`config.mk`:
```
export PLATFORM = sky130hd
export DESIGN_NAME = fixed_point_alu
export DESIGN_NICKNAME = d
export VERILOG_FILES = /design/src/rtl/fpa_pkg.sv /design/src/rtl/fpa_front.sv /design/src/rtl/fpa_queue.sv /design/src/rtl/fpa_back.sv /design/src/rtl/fixed_point_alu.sv
export VERILOG_INCLUDE_DIRS = /design/src /design/src/rtl
export SDC_FILE = /design/constraint.sdc
export NUM_CORES = 1
export LEC_CHECK = 0
export ABC_AREA = 1
export BUFFER_PORTS_ARGS = -buffer_cell sky130_fd_sc_hd__buf_2
export CAP_MARGIN = 30
export CORE_ASPECT_RATIO = 1.2
export CORE_UTILIZATION = 65
export DETAILED_ROUTE_END_ITERATION = 8
export HOLD_SLACK_MARGIN = 0.06
export PLACE_DENSITY = 0.83
export SYNTH_ARGS = -nofsm -noshare
export SYNTH_HDL_FRONTEND = slang
export SYNTH_HIERARCHICAL = 1
export SYNTH_SLANG_ARGS = --single-unit
export TNS_END_PERCENT = 5
```
`constraint.sdc`:
```
create_clock -name clk -period 18.3 [get_ports clk]
set_input_delay 5.49 -clock clk [delete_from_list [all_inputs] [get_ports clk]]
set_output_delay 5.49 -clock clk [all_outputs]
set_load 0.05 [all_outputs]
```
`src/rtl/fixed_point_alu_defines.svh`:
```
// Assertion macros used by fpa_back.
`ifndef FIXED_POINT_ALU_DEFINES_SVH
`define FIXED_POINT_ALU_DEFINES_SVH
`ifndef ASSERT_OFF
`define FPA_ASSERT_IMPLY(lbl, clk, rst_n, ante, cons) \
	lbl: assert property (@(posedge clk) disable iff (!rst_n) (ante) |-> (cons)) \
		else $error("fixed_point_alu: assertion failed");
`define FPA_ASSERT_NEXT(lbl, clk, rst_n, ante, cons) \
	lbl: assert property (@(posedge clk) disable iff (!rst_n) (ante) |=> (cons)) \
		else $error("fixed_point_alu: assertion failed");
`else
`define FPA_ASSERT_IMPLY(lbl, clk, rst_n, ante, cons)
`define FPA_ASSERT_NEXT(lbl, clk, rst_n, ante, cons)
`endif
`endif

```
`src/rtl/fpa_pkg.sv`:
```
package fpa_pkg;
	localparam int MAX_WIDTH = 64;
	localparam int DEF_DATA_WIDTH = 32;
	localparam int DEF_FRAC_BITS = 8;
	localparam int FIELD_WIDTH = 32;
	localparam int ACTION_WIDTH = 4;

	localparam logic [ACTION_WIDTH-1:0] ACT_ADD = 4'd0;
	localparam logic [ACTION_WIDTH-1:0] ACT_SUB = 4'd1;
	localparam logic [ACTION_WIDTH-1:0] ACT_MUL = 4'd2;
	localparam logic [ACTION_WIDTH-1:0] ACT_DIV = 4'd3;
	localparam logic [ACTION_WIDTH-1:0] ACT_MIN = 4'd4;
	localparam logic [ACTION_WIDTH-1:0] ACT_MAX = 4'd5;
	localparam logic [ACTION_WIDTH-1:0] ACT_INC = 4'd6;
	localparam logic [ACTION_WIDTH-1:0] ACT_DEC = 4'd7;
	localparam logic [ACTION_WIDTH-1:0] ACT_I2F = 4'd8;
	localparam logic [ACTION_WIDTH-1:0] ACT_F2I = 4'd9;

	localparam logic [1:0] KIND_SIMPLE = 2'd0;
	localparam logic [1:0] KIND_MUL = 2'd1;
	localparam logic [1:0] KIND_DIV = 2'd2;

	typedef struct packed {
		logic [ACTION_WIDTH-1:0] action;
		logic [1:0] kind;
		logic [MAX_WIDTH-1:0] a;
		logic [MAX_WIDTH-1:0] b;
		logic lt;
		logic eq;
		logic gt;
		logic dz;
	} fpa_entry_t;

	typedef struct packed {
		logic valid;
		fpa_entry_t entry;
	} fpa_head_t;
endpackage

```
`src/rtl/fpa_front.sv`:
```
module fpa_front #(
	parameter int DATA_WIDTH = fpa_pkg::DEF_DATA_WIDTH
) (
	input logic [fpa_pkg::ACTION_WIDTH-1:0] action,
	input logic signed [fpa_pkg::FIELD_WIDTH-1:0] operand_a,
	input logic signed [fpa_pkg::FIELD_WIDTH-1:0] operand_b,
	output fpa_pkg::fpa_entry_t entry
);
	logic signed [fpa_pkg::MAX_WIDTH-1:0] a_ext, b_ext;
	logic [DATA_WIDTH-1:0] a_w, b_w;
	logic dz;

	assign a_ext = fpa_pkg::MAX_WIDTH'(operand_a);
	assign b_ext = fpa_pkg::MAX_WIDTH'(operand_b);
	assign a_w = a_ext[DATA_WIDTH-1:0];
	assign b_w = b_ext[DATA_WIDTH-1:0];
	assign dz = (action == fpa_pkg::ACT_DIV) && (b_w == '0);

	always_comb begin
		entry.action = action;
		entry.a = fpa_pkg::MAX_WIDTH'(a_w);
		entry.b = fpa_pkg::MAX_WIDTH'(b_w);
		entry.lt = $signed(a_w) < $signed(b_w);
		entry.eq = a_w == b_w;
		entry.gt = $signed(a_w) > $signed(b_w);
		entry.dz = dz;
		if (action == fpa_pkg::ACT_MUL) begin
			entry.kind = fpa_pkg::KIND_MUL;
		end else if (action == fpa_pkg::ACT_DIV && !dz) begin
			entry.kind = fpa_pkg::KIND_DIV;
		end else begin
			entry.kind = fpa_pkg::KIND_SIMPLE;
		end
	end
endmodule

```
`src/rtl/fpa_queue.sv`:
```
module fpa_queue (
	input logic clk,
	input logic arst_n,
	input logic push_en,
	input fpa_pkg::fpa_entry_t entry_in,
	output logic full,
	output fpa_pkg::fpa_head_t head,
	input logic pop_en
);
	fpa_pkg::fpa_entry_t ent0_q, ent1_q;
	logic [1:0] cnt_q;
	logic do_pop;

	assign full = cnt_q == 2'd2;
	assign do_pop = pop_en && (cnt_q != 2'd0);
	assign head.valid = cnt_q != 2'd0;
	assign head.entry = ent0_q;

	always_ff @(posedge clk or negedge arst_n) begin
		if (!arst_n) begin
			cnt_q <= 2'd0;
		end else begin
			cnt_q <= cnt_q + 2'(push_en) - 2'(do_pop);
		end
	end

	always_ff @(posedge clk) begin
		if (do_pop) begin
			ent0_q <= (push_en && cnt_q == 2'd1) ? entry_in : ent1_q;
			if (push_en && cnt_q == 2'd2) begin
				ent1_q <= entry_in;
			end
		end else if (push_en) begin
			if (cnt_q == 2'd0) begin
				ent0_q <= entry_in;
			end else begin
				ent1_q <= entry_in;
			end
		end
	end
endmodule

```
`src/rtl/fpa_back.sv`:
```
`include "fixed_point_alu_defines.svh"
module fpa_back #(
	parameter int DATA_WIDTH = fpa_pkg::DEF_DATA_WIDTH,
	parameter int FRAC_BITS = fpa_pkg::DEF_FRAC_BITS
) (
	input logic clk,
	input logic arst_n,
	input fpa_pkg::fpa_head_t head,
	output logic q_pop,
	input logic pop,
	output logic out_valid,
	output logic [DATA_WIDTH-1:0] res,
	output logic lt,
	output logic eq,
	output logic gt,
	output logic dz
);
	localparam int NB = DATA_WIDTH + FRAC_BITS;
	localparam int CW = $clog2(NB + 1);
	localparam logic ST_IDLE = 1'b0;
	localparam logic ST_BUSY = 1'b1;

	logic state_q, is_div_q, neg_q;
	logic [CW-1:0] cnt_q;
	logic [2*DATA_WIDTH-1:0] acc_q;
	logic [DATA_WIDTH-1:0] mca_q, rem_q, quo_q;
	logic [NB-1:0] dvd_q;
	logic fl_lt_q, fl_eq_q, fl_gt_q;
	logic out_valid_q, lt_q, eq_q, gt_q, dz_q;
	logic [DATA_WIDTH-1:0] res_q;

	logic [DATA_WIDTH-1:0] a, b, ma, mb, simple_res, long_res;
	logic [DATA_WIDTH:0] msum, rsh;
	logic ge, out_free, start, finish;
	logic [2*DATA_WIDTH-1:0] prod;

	assign a = head.entry.a[DATA_WIDTH-1:0];
	assign b = head.entry.b[DATA_WIDTH-1:0];
	assign ma = a[DATA_WIDTH-1] ? -a : a;
	assign mb = b[DATA_WIDTH-1] ? -b : b;
	assign out_free = !out_valid_q || pop;
	assign start = (state_q == ST_IDLE) && head.valid && out_free;
	assign q_pop = start;
	assign finish = (state_q == ST_BUSY) && (cnt_q == '0) && out_free;

	always_comb begin
		unique case (head.entry.action)
			fpa_pkg::ACT_ADD: simple_res = a + b;
			fpa_pkg::ACT_SUB: simple_res = a - b;
			fpa_pkg::ACT_MIN: simple_res = head.entry.lt ? a : b;
			fpa_pkg::ACT_MAX: simple_res = head.entry.gt ? a : b;
			fpa_pkg::ACT_INC: simple_res = a + DATA_WIDTH'(1);
			fpa_pkg::ACT_DEC: simple_res = a - DATA_WIDTH'(1);
			fpa_pkg::ACT_I2F: simple_res = a << FRAC_BITS;
			fpa_pkg::ACT_F2I: simple_res = DATA_WIDTH'($signed(a) >>> FRAC_BITS);
			default: simple_res = '0;
		endcase
	end

	assign msum = {1'b0, acc_q[2*DATA_WIDTH-1:DATA_WIDTH]}
		+ (acc_q[0] ? {1'b0, mca_q} : '0);
	assign rsh = {rem_q, dvd_q[NB-1]};
	assign ge = rsh >= {1'b0, mca_q};
	assign prod = neg_q ? -acc_q : acc_q;

	always_comb begin
		if (is_div_q) begin
			long_res = neg_q ? -quo_q : quo_q;
		end else begin
			long_res = prod[FRAC_BITS +: DATA_WIDTH];
		end
	end

	always_ff @(posedge clk or negedge arst_n) begin
		if (!arst_n) begin
			state_q <= ST_IDLE;
			cnt_q <= '0;
			out_valid_q <= 1'b0;
		end else begin
			if (start && head.entry.kind != fpa_pkg::KIND_SIMPLE) begin
				state_q <= ST_BUSY;
				cnt_q <= (head.entry.kind == fpa_pkg::KIND_DIV) ? CW'(NB) : CW'(DATA_WIDTH);
			end else if (state_q == ST_BUSY && cnt_q != '0) begin
				cnt_q <= cnt_q - CW'(1);
			end else if (finish) begin
				state_q <= ST_IDLE;
			end
			if ((start && head.entry.kind == fpa_pkg::KIND_SIMPLE) || finish) begin
				out_valid_q <= 1'b1;
			end else if (pop) begin
				out_valid_q <= 1'b0;
			end
		end
	end

	always_ff @(posedge clk) begin
		if (start && head.entry.kind != fpa_pkg::KIND_SIMPLE) begin
			is_div_q <= head.entry.kind == fpa_pkg::KIND_DIV;
			neg_q <= a[DATA_WIDTH-1] ^ b[DATA_WIDTH-1];
			fl_lt_q <= head.entry.lt;
			fl_eq_q <= head.entry.eq;
			fl_gt_q <= head.entry.gt;
			if (head.entry.kind == fpa_pkg::KIND_DIV) begin
				mca_q <= mb;
				dvd_q <= NB'(ma) << FRAC_BITS;
				rem_q <= '0;
				quo_q <= '0;
			end else begin
				mca_q <= ma;
				acc_q <= {{DATA_WIDTH{1'b0}}, mb};
			end
		end else if (state_q == ST_BUSY && cnt_q != '0) begin
			if (is_div_q) begin
				rem_q <= ge ? DATA_WIDTH'(rsh - {1'b0, mca_q}) : rsh[DATA_WIDTH-1:0];
				quo_q <= {quo_q[DATA_WIDTH-2:0], ge};
				dvd_q <= dvd_q << 1;
			end else begin
				acc_q <= {msum, acc_q[DATA_WIDTH-1:1]};
			end
		end
		if (start && head.entry.kind == fpa_pkg::KIND_SIMPLE) begin
			res_q <= simple_res;
			lt_q <= head.entry.lt;
			eq_q <= head.entry.eq;
			gt_q <= head.entry.gt;
			dz_q <= head.entry.dz;
		end else if (finish) begin
			res_q <= long_res;
			lt_q <= fl_lt_q;
			eq_q <= fl_eq_q;
			gt_q <= fl_gt_q;
			dz_q <= 1'b0;
		end
	end

	assign out_valid = out_valid_q;
	assign res = res_q;
	assign lt = lt_q;
	assign eq = eq_q;
	assign gt = gt_q;
	assign dz = dz_q;

	`FPA_ASSERT_IMPLY(a_cnt_busy, clk, arst_n, cnt_q != '0, state_q == ST_BUSY)
	`FPA_ASSERT_IMPLY(a_start_idle, clk, arst_n, q_pop, state_q == ST_IDLE && head.valid)
	`FPA_ASSERT_NEXT(a_out_hold, clk, arst_n, out_valid_q && !pop, out_valid_q)
	`FPA_ASSERT_IMPLY(a_one_flag, clk, arst_n, out_valid_q, $onehot({lt_q, eq_q, gt_q}))
endmodule

```
`src/rtl/fixed_point_alu.sv`:
```
// Channel   Handshake      Beat fields
// input     push / full    action, operand_a, operand_b
// result    pop / empty    result, a_less, a_equal, a_greater, div_by_zero
//
// Simple operations and a divide by zero leave the queue one per cycle while each result
// is popped as it is shown; the result register is loaded from the queue head once the
// back end is free. A multiply or a divide holds the back end busy, taking no further
// beat from the queue, until its result is registered. Both are bit-serial units.
// A two-entry queue sits between decode and execute; full rises when it holds two beats,
// and a result that is not popped stalls the back end. Reset empties the queue and the
// result register.
module fixed_point_alu #(
	parameter int DATA_WIDTH = fpa_pkg::DEF_DATA_WIDTH,
	parameter int FRAC_BITS = fpa_pkg::DEF_FRAC_BITS
) (
	input logic clk,
	input logic arst_n,
	input logic push,
	output logic full,
	input logic [fpa_pkg::ACTION_WIDTH-1:0] action,
	input logic signed [fpa_pkg::FIELD_WIDTH-1:0] operand_a,
	input logic signed [fpa_pkg::FIELD_WIDTH-1:0] operand_b,
	output logic empty,
	input logic pop,
	output logic signed [fpa_pkg::FIELD_WIDTH-1:0] result,
	output logic a_less,
	output logic a_equal,
	output logic a_greater,
	output logic div_by_zero
);
	fpa_pkg::fpa_entry_t entry;
	fpa_pkg::fpa_head_t head;
	logic q_full, q_pop, out_valid;
	logic [DATA_WIDTH-1:0] res;

	fpa_front #(.DATA_WIDTH(DATA_WIDTH)) u_front (
		.action(action),
		.operand_a(operand_a),
		.operand_b(operand_b),
		.entry(entry)
	);

	fpa_queue u_queue (
		.clk(clk),
		.arst_n(arst_n),
		.push_en(push && !q_full),
		.entry_in(entry),
		.full(q_full),
		.head(head),
		.pop_en(q_pop)
	);

	fpa_back #(.DATA_WIDTH(DATA_WIDTH), .FRAC_BITS(FRAC_BITS)) u_back (
		.clk(clk),
		.arst_n(arst_n),
		.head(head),
		.q_pop(q_pop),
		.pop(pop && out_valid),
		.out_valid(out_valid),
		.res(res),
		.lt(a_less),
		.eq(a_equal),
		.gt(a_greater),
		.dz(div_by_zero)
	);

	assign full = q_full;
	assign empty = !out_valid;
	assign result = fpa_pkg::FIELD_WIDTH'($signed(res));
endmodule

```
# Word level (Yosys, flattened, before mapping)
# Index checks and enable logic that the tools add are counted.
[op_classes]
addsub = 13
n_bitwise = 2
mux = 53
n_lt_le_gt_ge = 3
n_eq_ne = 19
n_reduce_logical = 39
[op_table]
columns = ["operator", "n"]
rows = [
  ["$mux W138", 8],
  ["$mux W32", 18],
  ["$mux W64", 4],
  ["$pmux W32 S8", 1],
  ["$mux W40", 5],
  ["$neg A32 Y32", 3],
  ["$sub A32 B32 Y32", 2],
  ["$neg A40 Y40", 1],
  ["$add A32 B32 Y33", 1],
  ["$ge A33 B32 Y1", 1],
  ["$add A32 B1 Y32 const B", 1],
  ["$add A32 B32 Y32", 1],
  ["$eq A32 B32 Y1", 1],
  ["$gt A32 B32 Y1", 1],
  ["$logic_not A32 Y1", 1],
  ["$lt A32 B32 Y1", 1],
  ["$sub A32 B1 Y32 const B", 1],
  ["$reduce_bool A2 Y1", 9],
  ["$eq A4 B3 Y1 const B", 4],
  ["$logic_and A1 B1 Y1", 14],
  ["$mux W1", 12],
  ["$mux W6", 2],
  ["$reduce_and A3 Y1", 3],
  ["$eq A4 B2 Y1 const B", 2],
  ["other kinds (20)", 32],
]
[word_totals]
out_inout_bits = 38
word_cells = 164
in_bits = 72
reg_bits = 463

# Logic depth before layout (Yosys ltp)
[depth]
ltp_word = 9
depth_mapped = 25
mapped_depth_nobuf = 24

# By module
# Netlist, hierarchy kept.
[modules_own_cells]
columns = ["module", "area_each_um2", "cells_per_inst", "seq_area_each_um2", "instances"]
rows = [
  ["fpa_back", 22718.0, 3560, 7196.9, 1],
  ["fpa_queue", 10527.6, 763, 8338.0, 1],
  ["fpa_front", 1995.7, 301, 0.0, 1],
  ["fixed_point_alu", 21.3, 5, 0.0, 1],
]

# Worst setup path after synthesis
# OpenSTA, ideal clock, no wires.
[synth_timing]
path_type = "input port to flip-flop"
startpoint = "input port push"
endpoint = "register u_queue.ent0_q, in the netlist u_queue/head[0], enable pin"
setup_ns = 0.826
arrival_time_ns = 15.350
t_required_ns = 17.474
cell_stages = 4
setup_slack_ns = 2.124
n_path_buf = 0
cell_sequence = "inv_1 -> nor2_2 -> inv_1 -> o21ai_0"
[synth_between]
elab_chain_cells = 3
[synth_lines]
columns = ["element", "line", "rtl"]
rows = [
  ["start, declared", "fixed_point_alu.sv:18", "input logic push,"],
  ["$logic_and A1 B1 Y1", "fixed_point_alu.sv:46", ".push_en(push && !q_full),"],
  ["$reduce_bool A2 Y1 (no line)", "n/a", ""],
  ["$reduce_and A2 Y1 (no line)", "n/a", ""],
  ["end signal, assigned", "fpa_queue.sv:29", "ent0_q <= (push_en && cnt_q == 2'd1) ? entry_in : ent1_q;"],
  ["end signal, assigned", "fpa_queue.sv:35", "ent0_q <= entry_in;"],
  ["end, declared", "fpa_queue.sv:10", "fpa_pkg::fpa_entry_t ent0_q, ent1_q;"],
]
# Every way passes these cells.
# A chain may end at the register's enable or synchronous reset.

# Worst setup path in the final report
[layout_timing]
startpoint = "input port pop"
endpoint = "register u_back.quo_q[24], enable pin"
[layout_between]
elab_chain_cells = 6
elab_cells_between_ends = 8
classes_between = "eq/ne: 1; reduce/logical: 7"
[layout_lines]
columns = ["element", "line", "rtl"]
rows = [
  ["start, declared", "fixed_point_alu.sv:24", "input logic pop,"],
  ["$logic_and A1 B1 Y1 (*)", "fixed_point_alu.sv:58", ".pop(pop && out_valid),"],
  ["$logic_or A1 B1 Y1 (*)", "fpa_back.sv:41", "assign out_free = !out_valid_q || pop;"],
  ["$logic_and A1 B1 Y1 (*)", "fpa_back.sv:42", "assign start = (state_q == ST_IDLE) && head.valid && out_free;"],
  ["via q_pop", "fixed_point_alu.sv:33", "logic q_full, q_pop, out_valid;"],
  ["$logic_and A1 B1 Y1 (*)", "fpa_back.sv:97", "if (start && head.entry.kind != fpa_pkg::KIND_SIMPLE) begin"],
  ["$ne A2 B2 Y1 (no line) or $reduce_bool A2 Y1 (tied branches)", "n/a", ""],
  ["$reduce_and A3 Y1 (no line) (*)", "n/a", ""],
  ["end signal, assigned", "fpa_back.sv:115", "quo_q <= {quo_q[DATA_WIDTH-2:0], ge};"],
  ["end, declared", "fpa_back.sv:26", "logic [DATA_WIDTH-1:0] mca_q, rem_q, quo_q;"],
]
# Mark *: on every way through the listed nets, which the timed path passes. The rest lies on a longest branch.

==> flow_summary.yaml <==
pwr:
  ir_worst_vdd_v: 0.000136
  p_leak_nw: 15.3
  combPwrFrac: 0.594
  sequentialPowerShare: 0.285
  p_clk_frac: 0.121
  p_switching_mw: 3.64
  power.internal_mw: 3.28
  swShare: 0.526
  p_total_mw: 6.92
  power.density_nw_per_um2: 218
sta:
  fmax_ghz: 0.105
  rsz0062_at_grt: "no"
  fin_crit_sh: 0.522
  finalCriticalPeriod_ns: 9.55
  tightestPinTransition_ns: 1.17
  setup_viol: 0
  slew_headroom: 0.213
  finalHoldViolations: 0
  slew_viol_final: 0
  final.setup_skew_ns: 0.0340
  setup_tns_ns: 0
floorplan:
  io_pins: 110
  die_y_um: 237
  die_w_um: 198
  core.rowCount: 85
  start_util: 0.665
  dieArea_um2: 47100
  core_area_um2: 45200
cts:
  post_cts_resized: 0
  numCtsBuffers: 41
  clk_pin_slew_ns: 0.07
  postCtsSetupBuffers: 0
  clk_path_buf_depth: 3
  clock_latency_ns: 0.59
  cts_tree: "yes"
  root_buffer: "clkbuf_16"
  cts.sinks: 391
  cts_hold_buf: 0
  htree_levels: 2
drt:
  avgViaCountPerCell: 5.96
  drt_iter0_drc: 3252
  drt_wl_total_um: 98800
  firstDrtPassIters: 7
  num_vias: 28900
  drc: 0
  ant_nets: 0
  wl_per_cell_um: 20.4
finish:
  nets: 4417
  final_cell_mix: "1435 x nand2_1, 535 x inv_1, 401 x nor2_1, 381 x edfxtp_1, 322 x nand3_1"
  post_route_cells_drive_above_1_share: 0.0651
  stdcell_count: 4849
  diodes: 0
  syn2layout_area_growth_pct: 5.70
  mostFrequentLayoutCell: "nand2_1"
grt:
  grt_max_degree: 106
  grt-ovfl-total: 0
  grt_use_total: 0.420
  antenna_found_initial: 2
  grt_pass1_wl_um: 150000
  first_global_vias: 27300
worst_setup_path:
  path_class: "in -> reg"
  endpoint_kind: "flip-flop"
  ff2ff_path_depth: 18
  crit_fanout: 81
  start_kind: "primary input"
  r2r-start: "u_queue/head[135]$_DFFE_PP_"
  cp.required_ns: 18.50
  r2r_setup_slack_ns: 13.31
  cp.arrival_ns: 9.75
  regToRegEndpoint: "u_back/res[14]$_DFFE_PP_"
job:
  maxCapViolCount: 0
placed_design:
  place_hpwl_um: 75600
  place.gp.congestion: 1.07
  io_buffers: 109
  dp_cells: 4774
run_status:
  outcome: "finished clean"
min_path:
  worstHoldStart: "u_queue/head[1]$_DFFE_PP_"
  hold_class: "reg -> reg"
  hold_end: "u_back/fl_gt_q$_DFFE_PP_"
  holdPathStages: 0
synth:
  avgSynthCellArea_um2: 7.10
  synthCells: 4231
  syn_area_um2: 30000
  ys_warn_count: 6
  syn_nets: 4440
## power by group through the flow
stage          clock network [mW]  logic (mW)  registers, mW
2_1_floorplan                   0        2.86           1.90
3_3_place_gp                    0        3.86           1.96
3_5_place_dp                    0        3.96           1.97
4_1_cts                     0.839        4.00           1.96
5_1_grt                     0.869        4.51           2.00
6_report                    0.836        4.11           1.98
## final cells by class
cell class	count	area, um2
Clock buffer	47	1070
Fill cell	3752	13400
Timing Repair Buffer	131	771
Inverter	547	2060
Tap cell	609	762
Multi-Input combinational cell	3096	15100
Clock inverter	28	253
Sequential cell	391	11700
## state kept, by name (all words and copies together), names as in the netlist, 2 cells and up
signal / cells
u_back/res: 32
u_queue/ent1_q: 74
u_back/quo_q: 32
u_back/cnt_q: 6
u_queue/head: 74
u_back/acc_q: 64
u_back/dvd_q: 32
u_back/mca_q: 32
u_queue/cnt_q: 2
u_back/rem_q: 32
## how the worst max path moves through the flow
stage          from  slack, ns  depth (start not counted)                             end
2_1_floorplan  push       6.78                          4       u_queue/head[0]$_DFFE_PP_
3_3_place_gp    pop       8.36                         14  u_back/quo_q[30]$_SDFFCE_PP0P_
3_5_place_dp    pop       8.18                         14  u_back/quo_q[29]$_SDFFCE_PP0P_
4_1_cts         pop       8.73                         14  u_back/quo_q[24]$_SDFFCE_PP0P_
5_1_grt         pop       8.40                         14  u_back/quo_q[31]$_SDFFCE_PP0P_
6_report        pop       8.75                         14  u_back/quo_q[24]$_SDFFCE_PP0P_
## worst max-delay path, stage by stage
cell and delay, ns:
buf_2 0.10, nand2_1 0.06, inv_1 0.04, nor2_1 0.14, inv_1 0.08, nand3_1 0.12, inv_2 0.04, buf_4 0.34
nand2_4 0.66, clkinv_2 0.63, o21ai_0 0.56, nand2_1 0.17, clkinv_2 0.46, buf_4 0.77
## metal layers
metal,global-route usage,vias up,routed length [um]
li1,-,13700,-
met1,0.485,13200,35200
met2,0.700,1652,46700
met3,0.0677,392,8550
met4,0.317,4,8370
met5,0,-,24
## through the flow
stage / instance area [um2] / worst slack [ns] / utilization / hold slack (ns)
after global routing: 31800 / 8.40 / 0.702 / 0.523
after floorplan: 30000 / 6.78 / - / 0.427
after detailed placement: 30400 / 8.18 / 0.673 / 0.497
final: 31800 / 8.75 / 0.702 / 0.510
after CTS: 31800 / 8.73 / 0.702 / 0.512
after global placement: 30300 / 8.36 / 0.671 / 0.485
Power figures use the tool's default switching activity.
